`src/rtl/lc_pll_vco_calibration_sequencer_defines.svh`:
```
// Assertion macros shared by the calibration sequencer files.
// Each macro samples on clk and is held off while arst_n is low.
`ifndef LC_PLL_VCO_CALIBRATION_SEQUENCER_DEFINES_SVH
`define LC_PLL_VCO_CALIBRATION_SEQUENCER_DEFINES_SVH

`ifndef SYNTH

// same-cycle implication
`define LCVC_ASSERT_IMPL(lbl, ante, cons) \
	lbl: assert property (@(posedge clk) disable iff (!arst_n) (ante) |-> (cons)) \
		else $error("lcvc assertion failed");

// next-cycle implication
`define LCVC_ASSERT_NEXT(lbl, ante, cons) \
	lbl: assert property (@(posedge clk) disable iff (!arst_n) (ante) |=> (cons)) \
		else $error("lcvc assertion failed");

`else

`define LCVC_ASSERT_IMPL(lbl, ante, cons)
`define LCVC_ASSERT_NEXT(lbl, ante, cons)

`endif

`endif

```
`src/rtl/lcvc_pkg.sv`:
```
package lcvc_pkg;

	// request kinds
	localparam logic [2:0] KIND_START   = 3'd0;
	localparam logic [2:0] KIND_AMP     = 3'd1;
	localparam logic [2:0] KIND_COUNT   = 3'd2;
	localparam logic [2:0] KIND_TIMEOUT = 3'd3;
	localparam logic [2:0] KIND_TRACK   = 3'd4;

	// sample wanted next
	localparam logic [1:0] REQ_NONE  = 2'd0;
	localparam logic [1:0] REQ_AMP   = 2'd1;
	localparam logic [1:0] REQ_COUNT = 2'd2;

	// comparator threshold
	localparam logic [1:0] TH_AMP    = 2'd0;
	localparam logic [1:0] TH_FREQ   = 2'd1;
	localparam logic [1:0] TH_IDLE   = 2'd2;

	// configuration register indexes
	localparam logic [1:0] CFG_TARGET = 2'd0;
	localparam logic [1:0] CFG_BAND   = 2'd1;
	localparam logic [1:0] CFG_RATE   = 2'd2;

	// temperature levels
	localparam logic [1:0] TEMP_COLD = 2'd1;
	localparam logic [1:0] TEMP_HOT  = 2'd2;

	localparam logic [3:0] HOLD_TOP    = 4'd10;
	localparam logic [3:0] HOLD_BOTTOM = 4'd0;
	localparam logic [3:0] HIST_LOCKED = 4'b0101;
	localparam logic [1:0] FAIL_LAST   = 2'd2;     // count before the third failure

	// DAC is {coarse[2:0], fine[4:0]}; carry between parts is a plain +/-1
	localparam logic [7:0] DAC_RELOAD     = {3'h3, 5'h10};
	localparam logic [4:0] DAC_FINE_START = 5'd15;
	localparam logic [2:0] DAC_CRS_BAND1  = 3'd5;
	localparam logic [2:0] DAC_CRS_BAND0  = 3'd4;
	localparam logic [4:0] CAP_FINE_TOP   = 5'h1f;
	localparam logic [2:0] CAP_IDX_LIMIT  = 3'd4;

	typedef enum logic [2:0] {
		PH_IDLE     = 3'd0,
		PH_AMP_INIT = 3'd1,
		PH_MSB_CNT  = 3'd2,
		PH_MSB_CHK  = 3'd3,
		PH_AMP_MSB  = 3'd4,
		PH_LSB_CHK  = 3'd5,
		PH_LSB_CNT  = 3'd6,
		PH_AMP_LSB  = 3'd7
	} phase_t;

	typedef struct packed {
		phase_t     phase;
		logic [7:0] dac;
		logic [4:0] cap_fine;
		logic [2:0] cap_idx;
		logic [3:0] hist;
		logic [1:0] lo_fail;
		logic [1:0] hi_fail;
		logic       pass;
		logic       timed_out;
		logic       done;
	} state_t;

	typedef struct packed {
		logic        wr;
		logic        dac_only;   // tracking rewrites only the DAC bits
		logic [15:0] data;
	} save_t;

	typedef struct packed {
		logic [1:0] request;
		logic [4:0] dac_fine;
		logic [2:0] dac_coarse;
		logic [4:0] cap_fine;
		logic [3:0] cap_coarse_thermo;
		logic [2:0] cap_coarse_step;
		logic [1:0] threshold_select;
		logic       done_res;
		logic       pass;
	} result_t;

	function automatic logic [3:0] thermo(input logic [2:0] idx);
		logic [3:0] t;
		case (idx)
			3'd0:    t = 4'h0;
			3'd1:    t = 4'h1;
			3'd2:    t = 4'h3;
			3'd3:    t = 4'h7;
			default: t = 4'hf;
		endcase
		return t;
	endfunction

	function automatic state_t lsb_enter(input state_t s);
		state_t r;
		r = s;
		if (s.cap_fine != '0)
			r.cap_fine = s.cap_fine - 5'd1;
		r.phase = PH_LSB_CHK;
		return r;
	endfunction

	function automatic state_t amp_enter(input state_t s, input phase_t ph);
		state_t r;
		r = s;
		r.hist    = '0;
		r.lo_fail = '0;
		r.hi_fail = '0;
		r.phase   = ph;
		return r;
	endfunction

endpackage

```
`src/rtl/lcvc_step.sv`:
```
module lcvc_step (
	input  lcvc_pkg::state_t  cur,
	input  logic [2:0]        kind,
	input  logic              amp_high,
	input  logic [15:0]       measured_count,
	input  logic [1:0]        temp_level,
	input  logic [3:0]        hold_index,
	input  logic [15:0]       target_count,
	input  logic              band_select,
	output lcvc_pkg::state_t  nxt,
	output lcvc_pkg::save_t   save,
	output lcvc_pkg::result_t res
);
	import lcvc_pkg::*;

	always_comb begin
		state_t     n;
		logic [3:0] hist_n;
		logic       amp_end;
		logic [2:0] idx_inc;

		n       = cur;
		hist_n  = {cur.hist[2:0], amp_high};
		amp_end = 1'b0;
		idx_inc = cur.cap_idx + 3'd1;
		save    = '0;

		unique case (kind)
			KIND_START: begin
				n.dac       = {band_select ? DAC_CRS_BAND1 : DAC_CRS_BAND0, DAC_FINE_START};
				n.cap_fine  = CAP_FINE_TOP;
				n.cap_idx   = '0;
				n.pass      = 1'b1;
				n.timed_out = 1'b0;
				n.done      = 1'b0;
				n           = amp_enter(n, PH_AMP_INIT);
			end
			KIND_AMP: begin
				if (cur.phase == PH_AMP_INIT || cur.phase == PH_AMP_MSB ||
				    cur.phase == PH_AMP_LSB) begin
					n.hist = hist_n;
					if (hist_n == HIST_LOCKED) begin
						amp_end = 1'b1;
					end else begin
						if (amp_high) begin
							if (cur.dac == '0) begin
								n.dac     = DAC_RELOAD;
								n.lo_fail = cur.lo_fail + 2'd1;
								if (cur.lo_fail == FAIL_LAST) begin
									n.pass  = 1'b0;
									amp_end = 1'b1;
								end
							end else begin
								n.dac = cur.dac - 8'd1;
							end
						end else begin
							if (cur.dac == '1) begin
								n.hi_fail = cur.hi_fail + 2'd1;
								if (cur.hi_fail == FAIL_LAST) begin
									n.pass  = 1'b0;
									amp_end = 1'b1;
								end
							end else begin
								n.dac = cur.dac + 8'd1;
							end
						end
						if (cur.timed_out)
							amp_end = 1'b1;
					end
					if (amp_end) begin
						if (cur.phase == PH_AMP_INIT)
							n.phase = PH_MSB_CNT;
						else if (cur.phase == PH_AMP_LSB)
							n.phase = PH_LSB_CNT;
						else if (cur.timed_out)
							n = lsb_enter(n);
						else
							n.phase = PH_MSB_CNT;
					end
				end else if (cur.phase == PH_MSB_CHK) begin
					if (!amp_high)
						n = amp_enter(n, PH_AMP_MSB);
					else if (cur.timed_out)
						n = lsb_enter(n);
					else
						n.phase = PH_MSB_CNT;
				end else if (cur.phase == PH_LSB_CHK) begin
					if (!amp_high)
						n = amp_enter(n, PH_AMP_LSB);
					else
						n.phase = PH_LSB_CNT;
				end
			end
			KIND_COUNT: begin
				if (cur.phase == PH_MSB_CNT) begin
					if (measured_count == target_count) begin
						save.wr = 1'b1;
						n.done  = 1'b1;
						n.phase = PH_IDLE;
					end else if (measured_count < target_count) begin
						n = lsb_enter(n);
					end else if (idx_inc >= CAP_IDX_LIMIT) begin
						n.cap_idx = CAP_IDX_LIMIT;
						n.pass    = 1'b0;
						n         = lsb_enter(n);
					end else begin
						n.cap_idx = idx_inc;
						n.phase   = PH_MSB_CHK;
					end
				end else if (cur.phase == PH_LSB_CNT) begin
					if (cur.cap_fine == '0) begin
						n.pass  = 1'b0;
						save.wr = 1'b1;
						n.done  = 1'b1;
						n.phase = PH_IDLE;
					end else if (measured_count < target_count && !cur.timed_out) begin
						n = lsb_enter(n);
					end else begin
						save.wr = 1'b1;
						n.done  = 1'b1;
						n.phase = PH_IDLE;
					end
				end
			end
			KIND_TIMEOUT: begin
				n.timed_out = 1'b1;
			end
			KIND_TRACK: begin
				if (cur.phase == PH_IDLE) begin
					if (temp_level == TEMP_HOT && hold_index == HOLD_TOP && amp_high) begin
						if (cur.dac != '0)
							n.dac = cur.dac - 8'd1;
					end else if ((temp_level == TEMP_COLD && hold_index == HOLD_BOTTOM) ||
					             !amp_high) begin
						if (cur.dac != '1)
							n.dac = cur.dac + 8'd1;
					end
					save.wr       = 1'b1;
					save.dac_only = 1'b1;
				end
			end
			default: begin
				n = cur;
			end
		endcase

		save.data = {n.cap_idx, n.cap_fine, n.dac};
		nxt       = n;

		res.dac_fine          = n.dac[4:0];
		res.dac_coarse        = n.dac[7:5];
		res.cap_fine          = n.cap_fine;
		res.cap_coarse_thermo = thermo(n.cap_idx);
		res.cap_coarse_step   = n.cap_idx;
		res.done_res          = n.done;
		res.pass              = n.pass;
		if (n.phase == PH_IDLE)
			res.request = REQ_NONE;
		else if (n.phase == PH_MSB_CNT || n.phase == PH_LSB_CNT)
			res.request = REQ_COUNT;
		else
			res.request = REQ_AMP;
		if (n.phase == PH_IDLE)
			res.threshold_select = TH_IDLE;
		else if (n.phase == PH_AMP_INIT)
			res.threshold_select = TH_AMP;
		else
			res.threshold_select = TH_FREQ;
	end

endmodule

```
`src/rtl/lcvc_obuf.sv`:
```
`include "lc_pll_vco_calibration_sequencer_defines.svh"

module lcvc_obuf (
	input  logic              clk,
	input  logic              arst_n,
	input  logic              push,
	input  lcvc_pkg::result_t push_data,
	output logic              full,
	output logic              out_valid,
	input  logic              out_stall,
	output lcvc_pkg::result_t out_data
);
	import lcvc_pkg::*;

	result_t main_q;
	result_t skid_q;
	logic    main_vq;
	logic    skid_vq;
	logic    pop;

	assign pop       = main_vq && !out_stall;
	assign full      = skid_vq;
	assign out_valid = main_vq;
	assign out_data  = main_q;

	always_ff @(posedge clk or negedge arst_n) begin
		if (!arst_n) begin
			main_vq <= 1'b0;
			skid_vq <= 1'b0;
		end else if (skid_vq) begin
			if (pop) begin
				main_vq <= 1'b1;
				skid_vq <= 1'b0;
			end
		end else if (push) begin
			if (!main_vq || pop)
				main_vq <= 1'b1;
			else
				skid_vq <= 1'b1;
		end else if (pop) begin
			main_vq <= 1'b0;
		end
	end

	always_ff @(posedge clk) begin
		if (skid_vq) begin
			if (pop)
				main_q <= skid_q;
		end else if (push) begin
			if (!main_vq || pop)
				main_q <= push_data;
			else
				skid_q <= push_data;
		end
	end

	`LCVC_ASSERT_IMPL(a_skid_behind_main, skid_vq, main_vq)
	`LCVC_ASSERT_NEXT(a_push_to_skid, push && main_vq && !pop, skid_vq)
	`LCVC_ASSERT_NEXT(a_skid_drains, skid_vq && pop, main_vq && !skid_vq)

endmodule

```
`src/rtl/lc_pll_vco_calibration_sequencer.sv`:
```
// LC VCO calibration sequencer. Each accepted request (start, amplitude
// sample, frequency count, timeout or continuous track) updates the
// calibration state in the cycle it is taken and yields exactly one
// result: the DAC and capacitor codes, the sample wanted next, the
// comparator threshold, done and pass. A request can be taken every
// clock while in_stall is low; the result is registered in the output buffer.
// A two-deep output buffer lets the input keep flowing while a result
// waits, and in_stall rises only once both entries are held.
// The user must write configuration (target count, band, rate slot) through the cfg port
// only while no request is in flight; not enforced by the block: cfg_ready is always high.
`include "lc_pll_vco_calibration_sequencer_defines.svh"

module lc_pll_vco_calibration_sequencer (
	input  logic        clk,
	input  logic        arst_n,
	// request channel
	input  logic        in_valid,
	output logic        in_stall,
	input  logic [2:0]  kind,
	input  logic        amp_high,
	input  logic [15:0] measured_count,
	input  logic [1:0]  temp_level,
	input  logic [3:0]  hold_index,
	// result channel
	output logic        out_valid,
	input  logic        out_stall,
	output logic [1:0]  request,
	output logic [4:0]  dac_fine,
	output logic [2:0]  dac_coarse,
	output logic [4:0]  cap_fine,
	output logic [3:0]  cap_coarse_thermo,
	output logic [2:0]  cap_coarse_step,
	output logic [1:0]  threshold_select,
	output logic        done_res,
	output logic        pass,
	// configuration write channel
	input  logic        cfg_valid,
	output logic        cfg_ready,
	input  logic [1:0]  cfg_index,
	input  logic [15:0] cfg_data
);
	import lcvc_pkg::*;

	// config registers
	logic [15:0] target_q;
	logic        band_q;
	logic        rate_q;

	// calibration state, updated on every accepted request
	state_t      state_q;
	state_t      state_nxt;
	save_t       save;
	result_t     res;
	result_t     res_out;
	logic        push;
	logic        full;

	// per-rate save slots: [7:0] DAC, [12:8] cap fine, [15:13] coarse index
	logic [15:0] saved_q [2];

	assign cfg_ready = 1'b1;
	assign in_stall  = full;
	assign push      = in_valid && !full;

	always_ff @(posedge clk or negedge arst_n) begin
		if (!arst_n) begin
			target_q <= '0;
			band_q   <= 1'b0;
			rate_q   <= 1'b0;
		end else if (cfg_valid && cfg_ready) begin
			unique case (cfg_index)
				CFG_TARGET: target_q <= cfg_data;
				CFG_BAND:   band_q   <= cfg_data[0];
				CFG_RATE:   rate_q   <= cfg_data[0];
				default:    target_q <= target_q;   // unused index, dropped
			endcase
		end
	end

	always_ff @(posedge clk or negedge arst_n) begin
		if (!arst_n) begin
			state_q.phase     <= PH_IDLE;
			state_q.dac       <= '0;
			state_q.cap_fine  <= CAP_FINE_TOP;
			state_q.cap_idx   <= '0;
			state_q.hist      <= '0;
			state_q.lo_fail   <= '0;
			state_q.hi_fail   <= '0;
			state_q.pass      <= 1'b1;
			state_q.timed_out <= 1'b0;
			state_q.done      <= 1'b0;
		end else if (push) begin
			state_q <= state_nxt;
		end
	end

	// finish writes the whole slot, tracking rewrites only the DAC byte
	always_ff @(posedge clk or negedge arst_n) begin
		if (!arst_n) begin
			saved_q[0] <= '0;
			saved_q[1] <= '0;
		end else if (push && save.wr) begin
			if (save.dac_only)
				saved_q[rate_q][7:0] <= save.data[7:0];
			else
				saved_q[rate_q] <= save.data;
		end
	end

	lcvc_step u_step (
		.cur            (state_q),
		.kind           (kind),
		.amp_high       (amp_high),
		.measured_count (measured_count),
		.temp_level     (temp_level),
		.hold_index     (hold_index),
		.target_count   (target_q),
		.band_select    (band_q),
		.nxt            (state_nxt),
		.save           (save),
		.res            (res)
	);

	lcvc_obuf u_obuf (
		.clk       (clk),
		.arst_n    (arst_n),
		.push      (push),
		.push_data (res),
		.full      (full),
		.out_valid (out_valid),
		.out_stall (out_stall),
		.out_data  (res_out)
	);

	assign request           = res_out.request;
	assign dac_fine          = res_out.dac_fine;
	assign dac_coarse        = res_out.dac_coarse;
	assign cap_fine          = res_out.cap_fine;
	assign cap_coarse_thermo = res_out.cap_coarse_thermo;
	assign cap_coarse_step   = res_out.cap_coarse_step;
	assign threshold_select  = res_out.threshold_select;
	assign done_res          = res_out.done_res;
	assign pass              = res_out.pass;

	`LCVC_ASSERT_NEXT(a_start_enters_amp, push && kind == KIND_START,
		state_q.phase == PH_AMP_INIT && state_q.pass && !state_q.done)
	`LCVC_ASSERT_IMPL(a_coarse_in_range, 1'b1, state_q.cap_idx <= CAP_IDX_LIMIT)
	`LCVC_ASSERT_IMPL(a_done_is_idle, out_valid && done_res,
		request == REQ_NONE && threshold_select == TH_IDLE)

endmodule
```
`config.mk`:
```
export PLATFORM = sky130hd
export DESIGN_NAME = lc_pll_vco_calibration_sequencer
export DESIGN_NICKNAME = d
export VERILOG_FILES = /design/src/rtl/lcvc_pkg.sv /design/src/rtl/lcvc_step.sv /design/src/rtl/lcvc_obuf.sv /design/src/rtl/lc_pll_vco_calibration_sequencer.sv
export VERILOG_INCLUDE_DIRS = /design/src /design/src/rtl
export SDC_FILE = /design/constraint.sdc
export NUM_CORES = 1
export LEC_CHECK = 0
export BUFFER_PORTS_ARGS = -buffer_cell sky130_fd_sc_hd__buf_2
export CORE_MARGIN = 2
export CORE_UTILIZATION = 50
export DETAILED_ROUTE_END_ITERATION = 8
export PLACE_DENSITY_LB_ADDON = 0.2
export SLEW_MARGIN = 20
export SYNTH_ARGS = -nofsm -noshare
export SYNTH_HDL_FRONTEND = slang
export SYNTH_SLANG_ARGS = --single-unit
```
`constraint.sdc`:
```
create_clock -name clk -period 7.2 [get_ports clk]
set_clock_uncertainty 0.05 [all_clocks]
set_input_delay 0.36 -clock clk [delete_from_list [all_inputs] [get_ports clk]]
set_output_delay 0.36 -clock clk [all_outputs]
set_load 0.01 [all_outputs]
```
==> flow_summary.yaml, run 1 <==
status:
  status: "complete, no violations"
die:
  die_h_um: 119
  die_w_um: 119
  placementRows: 41
  dieArea_mm2: 0.0141
  start_util: 0.517
  io_pins: 78
  core_mm2: 0.0128
synth:
  synthCells: 732
  synth.most_common_cell: "nand2_1"
  yosysWarnings: 0
  synth-main-ff-cell: "edfxtp_1"
  async_flop_share: 0.480
  yosysUniqueCellTypes: 95
  synth_commonest_cells: "nand2_1, nor2_1, o21ai_0"
  synth_top_area_share: 0.237
  synth_edf_count: 52
  syn_avg_cell_area_um2: 9.02
  yosys-top-cells-area: "edfxtp_1, dfrtp_1, nand2_1"
  synth_nets: 804
  synthesis.area_mm2: 0.00660
  ys_seq_area_frac: 0.420
  ys_seq_elements: 100
  yosysTopAreaCell: "edfxtp_1"
run:
  maxCapViolCount: 0
critical_path:
  critPathCaptureType: "register"
  crit_fanout: 25
  critPathMaxStageDelay_ns: 0.86
  cp.required_ns: 7.38
  critical_path.cell_chain: "clkinv_1 > nand2_1 > a211oi_2 > o31ai_1 > or3_1 > o21ai_0"
  start_kind: "register"
  crit_family: "simple AND/OR/NAND/NOR gates"
  rrSetupSlack_ns: 3.85
  crit_buf_inv: 1
  worst-setup-path-type: "reg2reg"
  slowest_stage: "nand2_1"
  worst-endpoint-arrival_ns: 3.54
layout:
  final_nets: 850
  num_antenna_cells: 0
  multi_input_area_mm2: 0.00347
  regArea_mm2: 0.00277
  fill_cells: 1159
  drive_gt1_frac: 0.194
  area_growth_pct: 11.3
  stdcell_area_mm2: 0.00735
detailed_routing:
  vias: 5889
  dr.pass1.iters: 5
  avgViaCountPerCell: 6.17
  drt_wl_total_mm: 18.0
  drc_errors: 0
  first_iter_violations: 472
  wl_per_cell_um: 18.9
  ant_nets: 0
sta:
  max_freq_mhz: 298
  setup_violations: 0
  slew_violations: 0
  rsz0062_at_grt: "false"
  tightestPinTransition_ns: 1.00
  slew_headroom: 0.326
  fin_tns_setup_ns: 0
  min_period_ns: 3.35
  finalHoldViolCount: 0
  finalCritPeriodShare: 0.466
global_route:
  grt-ovfl-total: 0
  grt_max_degree: 49
  grt_pass1_vias: 5634
  antenna_found_initial: 0
  track_usage: 0.261
  grt_pass1_wl_mm: 29.5
clock_tree:
  post-cts-setup-buffers: 0
  numCtsBuffers: 9
  cts_max_level: 3
  numClockSinks: 100
  tritoncts: "yes"
  clkSlewWorstSetupHoldPaths_ns: 0.08
  clkLatencyLatePin_ns: 0.36
  cts_resized: 0
  holdBufCountCts: 0
  cts_root_buf: "clkbuf_16"
  cts.path.max_buffers: 2
place:
  gp_congestion: 0.927
  place_area_mm2: 0.00704
  port_buffers: 76
  hpwl_mm: 12.9
pwr:
  p_per_area_mw_per_mm2: 341
  peakVddDrop_uv: 121
  p_leak_nw: 2.95
worst_hold_path:
  hold_path_class: "in2async"
layer usage:
layer	share of wire	routed length, um	global-route usage
met2	0.44	7880	0.393
met3	0.066	1180	0.0436
met5	0	0	0
met1	0.48	8630	0.383
met4	0.018	318	0.0818
sequential cells by signal, indices dropped and copies added, names as in the netlist:
name and flops:
u_obuf.out_valid 1, u_obuf.out_data 26, u_obuf.full 1, state_q 29, u_obuf.skid_q 26, target_q 16
band_q 1
through the flow:
stage	total power (W)	worst slack, ns	hold WS [ns]	utilization	cells
CTS	0.00250	3.80	0.0983	0.575	955
global placement	0.00196	3.97	0.418	0.551	939
finish	0.00250	3.85	0.0869	0.575	955
global route	0.00266	3.43	0.146	0.575	955
floorplan	0.00170	4.22	0.0144	-	732
detailed placement	0.00198	3.74	0.430	0.551	939
final cells by class:
class | count | area share
clock inverter | 7 | 0.0111
tap | 172 | 0.0293
multi-input combinational | 541 | 0.473
sequential | 100 | 0.377
clock buffer | 9 | 0.0306
timing repair buffer | 80 | 0.0558
inverter | 46 | 0.0235
cell usage in the layout, fill, tap and decap left out, types with 17 or more instances in the layout:
master	n
nor2_1	64
ha_1	23
nand3_1	17
a21oi_1	49
nand2_1	85
dfrtp_1	42
inv_1	44
edfxtp_1	52
o21ai_0	62
buf_2	76
mux2_2	17
nor3_1	21
cells by family (layout without fill, tap and decap cells):
family,after synthesis,after routing,share of synthesized area
simple gates,261,261,0.201
compound gates,228,228,0.233
flops,100,100,0.420
buf+inv,91,142,0.0559
mux,25,25,0.0419
fa+ha+maj,23,23,0.0436
xor+xnor,3,3,0.00398
other cells,1,1,0.000568
where the power goes:
part	total [W]	leakage (nW)	internal (W)	switching, W
combinational	0.000966	1.72	0.000386	0.000580
sequential	0.00102	1.08	0.000822	0.000202
clock	0.000515	0.148	0.000276	0.000238
total	0.00250	2.95	0.00148	0.00102
final timing paths:
kind                             startpoint           to  depth (start not counted)
worst max-delay path            u_obuf.full   state_q[4]                          6
worst min-delay path                 arst_n  target_q[3]                          2
worst max register to register  u_obuf.full   state_q[4]                          6
worst min register to register   state_q[3]   state_q[3]                          1
max in group asynchronous            arst_n  state_q[23]                          2
min in group clk                cfg_data[4]  target_q[4]                          3
(Power assumes the default switching activity.)
==> inputs of run 2 (changes only) <==
==> constraint.sdc (replaced) <==
create_clock -name clk -period 3.3 [get_ports clk]
set_clock_uncertainty 0.05 [all_clocks]
set_input_delay 0.165 -clock clk [delete_from_list [all_inputs] [get_ports clk]]
set_output_delay 0.165 -clock clk [all_outputs]
set_load 0.01 [all_outputs]
==> run 2 against run 1 <==
Against the previous run:
- clock power rose by 98%
- hold slack got worse by 0.068 ns
- critical path depth is 3 higher
- worst setup slack lost 3.7 ns
- critical endpoint is now u_obuf.out_data[12]
- critical path type unchanged
- sequential power grew 110%
- first-iteration DRC count grew 55%
- combinational power rose to 2.5 times the previous value
- clock-buffer cell count rose by 1
- non-clock buffer count up 46
==> flow_summary.yaml, run 2 (synthesis results as in run 1) <==
status:
  status: "complete, no violations"
detailed_routing:
  first_iter_violations: 732
  dr.pass1.iters: 7
  drc_errors: 0
  ant_nets: 0
  vias: 6189
  avgViaCountPerCell: 6.18
  drt_wl_total_mm: 19.4
  wl_per_cell_um: 19.3
clock_tree:
  cts_max_level: 3
  clkLatencyLatePin_ns: 0.35
  numClockSinks: 100
  numCtsBuffers: 9
  clkSlewWorstSetupHoldPaths_ns: 0.07
  cts.path.max_buffers: 2
  tritoncts: "yes"
  cts_root_buf: "clkbuf_16"
layout:
  largest_reg_flops: 29
  fill_cells: 1124
  stdcell_area_mm2: 0.00770
  stdcell_count: 1001
  num_antenna_cells: 0
  final_cell_mix: "nand2_1, buf_2, nor2_1, o21ai_0, edfxtp_1"
  area_growth_pct: 16.7
  top_register: "state_q"
  drive_gt1_frac: 0.218
  final_nets: 896
  final_common_cell: "nand2_1"
sta:
  slew_violations: 0
  finalHoldViolCount: 0
  setup_violations: 0
  finalCritPeriodShare: 0.954
  fin_tns_setup_ns: 0
  timing.final.ws_setup_ns: 0.153
  rsz0062_at_grt: "false"
  min_period_ns: 3.15
  slew_headroom: 0.297
  max_freq_mhz: 318
  tightestPinTransition_ns: 1.04
die:
  core_mm2: 0.0128
  start_util: 0.517
  placementRows: 41
  die_w_um: 119
  dieArea_mm2: 0.0141
  die_h_um: 119
  io_pins: 78
place:
  hpwl_mm: 14.1
  numPlacedInstances: 969
  gp_congestion: 1.02
  place_ws_ns: 0.279
  port_buffers: 76
  place_area_mm2: 0.00726
global_route:
  grt_pass1_vias: 5992
  grt_pass1_wl_mm: 31.6
  antenna_found_initial: 0
  track_usage: 0.282
  grt-ovfl-total: 0
  grt_max_degree: 32
critical_path:
  reg2reg_to: "u_obuf.out_data[12]"
  crit-reg2reg-launch: "target_q[7]"
  critPathLaunch: "target_q[7]"
  critPathMaxStageDelay_ns: 0.66
  start_kind: "register"
  crit_buf_inv: 2
  endpoint: "u_obuf.out_data[12]"
  crit_family: "compound AO/OA/AOI/OAI gates"
  slowest_stage: "a2111oi_0"
  cp.required_ns: 3.32
  crit_fanout: 9
  critical_path.cell_chain: "inv_1 > ha_1 > nand4_4 > a2111oi_4 > o31a_2 > nor3_1 > a2111oi_0 > buf_4 > o31ai_1"
  worstRegToRegCells: 9
  path_depth: 9
  worst-endpoint-arrival_ns: 3.17
  rrSetupSlack_ns: 0.15
  critPathCaptureType: "register"
  worst-setup-path-type: "reg2reg"
pwr:
  p_leak_nw: 3.14
  peakVddDrop_uv: 316
  p_per_area_mw_per_mm2: 727
worst_hold_path:
  hp-start: "cfg_data[0]"
  hold_path_class: "in2reg"
run:
  maxCapViolCount: 0
run 2: cell types whose count changed in the layout (fill, tap and decap cells not counted), sizes merged:
cell         delta
buf            +30
dlygate4sd3    +16
clkinvlp        +2
inv             -2
bufinv          -1
clkbuf          +1
run 2: layout make-up:
cell class              count  area, um^2  area share
repair buffers            126         796       0.103
clock buffers              10         229      0.0297
inverters                  46         173      0.0224
flip-flops and latches    100        2770       0.360
clock inverters             6        47.5     0.00617
multi-input cells         541        3470       0.451
well taps                 172         215      0.0279
run 2: how the worst min path moves through the flow:
stage | slack, ns | cells after the start | endpoint
after floorplan | -0.18 | 0 | band_q
after CTS | 0.01 | 2 | target_q[0]
after detailed placement | 0.16 | 1 | state_q[3]
after global placement | 0.15 | 1 | state_q[4]
after global routing | 0.02 | 2 | target_q[0]
final | 0.02 | 2 | target_q[0]
run 2: worst register-to-register path: cells and delay by family (launching register included):
family | cells | cell delay, ns
compound gates | 4 | 1.62
fa+ha+maj | 1 | 0.36
flops | 1 | 0.33
buf+inv | 2 | 0.28
simple gates | 2 | 0.23
run 2: report_power, final:
part	total, W	internal [W]	switching (W)
Sequential	0.00215	0.00180	0.000356
Combinational	0.00243	0.000974	0.00146
Clock	0.00102	0.000519	0.000500
Total	0.00560	0.00329	0.00231
run 2: per-layer routing:
layer / wire, um / global-route usage / up-vias / part of all wire
met5: 0 / 0 / - / 0
met4: 401 / 0.0841 / 0 / 0.021
met3: 1780 / 0.0546 / 40 / 0.092
met2: 8470 / 0.430 / 303 / 0.44
met1: 8700 / 0.407 / 2953 / 0.45
li1: - / - / 2893 / -
run 2: per-stage QoR:
step	total power (W)	hold WS, ns	utilization
3_5_place_dp	0.00453	0.160	0.569
6_report	0.00560	0.0191	0.603
4_1_cts	0.00558	0.0134	0.603
3_3_place_gp	0.00448	0.151	0.569
5_1_grt	0.00596	0.0179	0.603
2_1_floorplan	0.00371	-0.181	-
run 2: repair_timing:
action | CTS | global route
endpoints found under the hold margin | 41 | 0
resized for setup | 0 | 0
setup buffers | 0 | 0
hold buffers | 16 | 0
==> inputs of run 3 (changes only) <==
--- a/config.mk
+++ b/config.mk
@@ -6,10 +6,11 @@
 export SDC_FILE = /design/constraint.sdc
 export NUM_CORES = 1
 export LEC_CHECK = 0
-export BUFFER_PORTS_ARGS = -buffer_cell sky130_fd_sc_hd__buf_2
 export CORE_MARGIN = 2
 export CORE_UTILIZATION = 50
 export DETAILED_ROUTE_END_ITERATION = 8
+export DONT_BUFFER_PORTS = 1
+export GPL_TIMING_DRIVEN = 0
 export PLACE_DENSITY_LB_ADDON = 0.2
 export SLEW_MARGIN = 20
 export SYNTH_ARGS = -nofsm -noshare
==> run 3 against run 2 <==
Against the previous run:
- die area did not move
- sequential power fell by 3%
- sequential share of layout area rose by 1.6 points
- design area fell by 4.2%
- wire length fell by 1.7%
- power fell by 2.5%
- highest routed layer unchanged
==> flow_summary.yaml, run 3 (synthesis results as in run 1) <==
critical_path:
  worst-setup-path-type: "reg2reg"
  reg2reg_to: "u_obuf.out_data[2]"
  worstRegToRegCells: 11
  critPathMaxStageDelay_ns: 0.46
  crit_buf_inv: 3
  slowest_stage: "or3b_4"
  crit-reg2reg-launch: "state_q[20]"
  cp.required_ns: 3.36
  critPathCaptureType: "register"
  critical_path.cell_chain: "clkbuf_2 > inv_1 > ha_2 > nor4b_4 > and2_4 > inv_2 > o21a_1 > a21oi_1 > o32ai_1 > or3b_4 > mux2_4"
  rrSetupSlack_ns: 0.1
  worst-endpoint-arrival_ns: 3.26
  start_kind: "register"
  crit_fanout: 9
  crit_family: "simple AND/OR/NAND/NOR gates"
run:
  maxCapViolCount: 0
sta:
  tightestPinTransition_ns: 1.18
  rsz0062_at_grt: "true"
  timing.final.ws_setup_ns: 0.0974
  slew_violations: 0
  hold_slack_ns: 0.104
  finalHoldViolCount: 0
  setup_violations: 0
  max_freq_mhz: 312
  slew_headroom: 0.208
  fin_tns_setup_ns: 0
  finalCritPeriodShare: 0.970
  min_period_ns: 3.20
global_route:
  antenna_found_initial: 0
  track_usage: 0.272
  grt_pass1_wl_mm: 30.4
  grt_max_degree: 49
  grt-ovfl-total: 0
  grt_pass1_vias: 5717
detailed_routing:
  avgViaCountPerCell: 6.37
  dr.pass1.iters: 6
  wl_per_cell_um: 20.2
  ant_nets: 0
  drt_wl_total_mm: 19.0
  drc_errors: 0
  vias: 5997
  first_iter_violations: 664
place:
  gp_congestion: 0.913
  place_ws_ns: -0.0326
  place_area_mm2: 0.00683
  port_buffers: 0
  hpwl_mm: 14.1
layout:
  num_antenna_cells: 0
  stdcell_area_mm2: 0.00738
  fill_cells: 1117
  final_nets: 837
  top_register: "state_q"
  post-route-util: 0.578
  final_common_cell: "nand2_1"
  drive_gt1_frac: 0.119
  area_growth_pct: 11.8
  largest_reg_flops: 29
  final_cell_mix: "nand2_1, nor2_1, o21ai_0, edfxtp_1, a21oi_1"
clock_tree:
  clkLatencyLatePin_ns: 0.36
  tritoncts: "yes"
  cts_max_level: 3
  numClockSinks: 100
  numCtsBuffers: 9
  clkSlewWorstSetupHoldPaths_ns: 0.07
  cts_root_buf: "clkbuf_16"
  cts.path.max_buffers: 2
die:
  die_h_um: 119
  dieArea_mm2: 0.0141
  io_pins: 78
  placementRows: 41
  core_mm2: 0.0128
  start_util: 0.517
  die_w_um: 119
worst_hold_path:
  min_path_cells: 2
  hp-start: "cfg_index[1]"
  hold_path_class: "in2reg"
  min_to: "target_q[0]"
pwr:
  p_per_area_mw_per_mm2: 740
  p_leak_nw: 2.81
  peakVddDrop_uv: 355
status:
  status: "complete, no violations"
## run 3: metrics by stage
step | cells | total power, W
2_1_floorplan | 732 | 0.00371
3_3_place_gp | 904 | 0.00424
3_5_place_dp | 904 | 0.00432
4_1_cts | 941 | 0.00540
5_1_grt | 942 | 0.00579
6_report | 942 | 0.00546
## run 3: worst reg2reg max path, cell delays in order (launching register included)
cell      delay (ns)
dfrtp_1         0.39
clkbuf_2        0.22
inv_1           0.10
ha_2            0.24
nor4b_4         0.29
and2_4          0.24
inv_2           0.09
o21a_1          0.22
a21oi_1         0.19
o32ai_1         0.21
or3b_4          0.46
mux2_4          0.26
## run 3: cell type report
type                            instances  area [um^2]  share of cell area
Buffer                                 45          198              0.0268
Clock buffer                            9          225              0.0305
Inverter                               46          173              0.0234
Timing Repair Buffer                   22          235              0.0319
Tap cell                              172          215              0.0292
Sequential cell                       100         2770               0.375
Multi-Input combinational cell        541         3500               0.475
Clock inverter                          7         58.8             0.00797
## run 3: worst max path at each step
stage	startpoint	endpoint	slack, ns	cells past startpoint
global route	state_q[20]	u_obuf.out_data[2]	-0.002	11
detailed placement	state_q[20]	u_obuf.out_data[2]	-0.03	11
floorplan	u_obuf.full	u_obuf.out_data[0]	0.32	5
finish	state_q[20]	u_obuf.out_data[2]	0.1	11
CTS	state_q[19]	u_obuf.out_data[2]	0.002	10
global placement	u_obuf.full	u_obuf.out_data[21]	-0.47	5
## run 3: layer usage
layer  GRT usage  vias to the layer above  routed length [um]
li1            -                     2790                   -
met1       0.393                     2907                8740
met2       0.415                      278                8710
met3      0.0560                       22                1280
met4      0.0766                        0                 303
met5           0                        -                   0
## run 3: repair_timing
action                                  in CTS  in global routing
hold endpoints to repair                    67                  0
pin swaps                                    0                  0
resized for setup                            1                  8
buffers inserted                             0                  1
endpoints found under the setup margin       1                 13
hold buffers                                21                  0
## run 3: power by group
| group | leakage (nW) | internal (W) | switching [W] |
|---|---|---|---|
| sequential | 1.08 | 0.00181 | 0.000282 |
| clock | 0.134 | 0.000524 | 0.000513 |
| combinational | 1.60 | 0.000832 | 0.00150 |
| total | 2.81 | 0.00317 | 0.00229 |
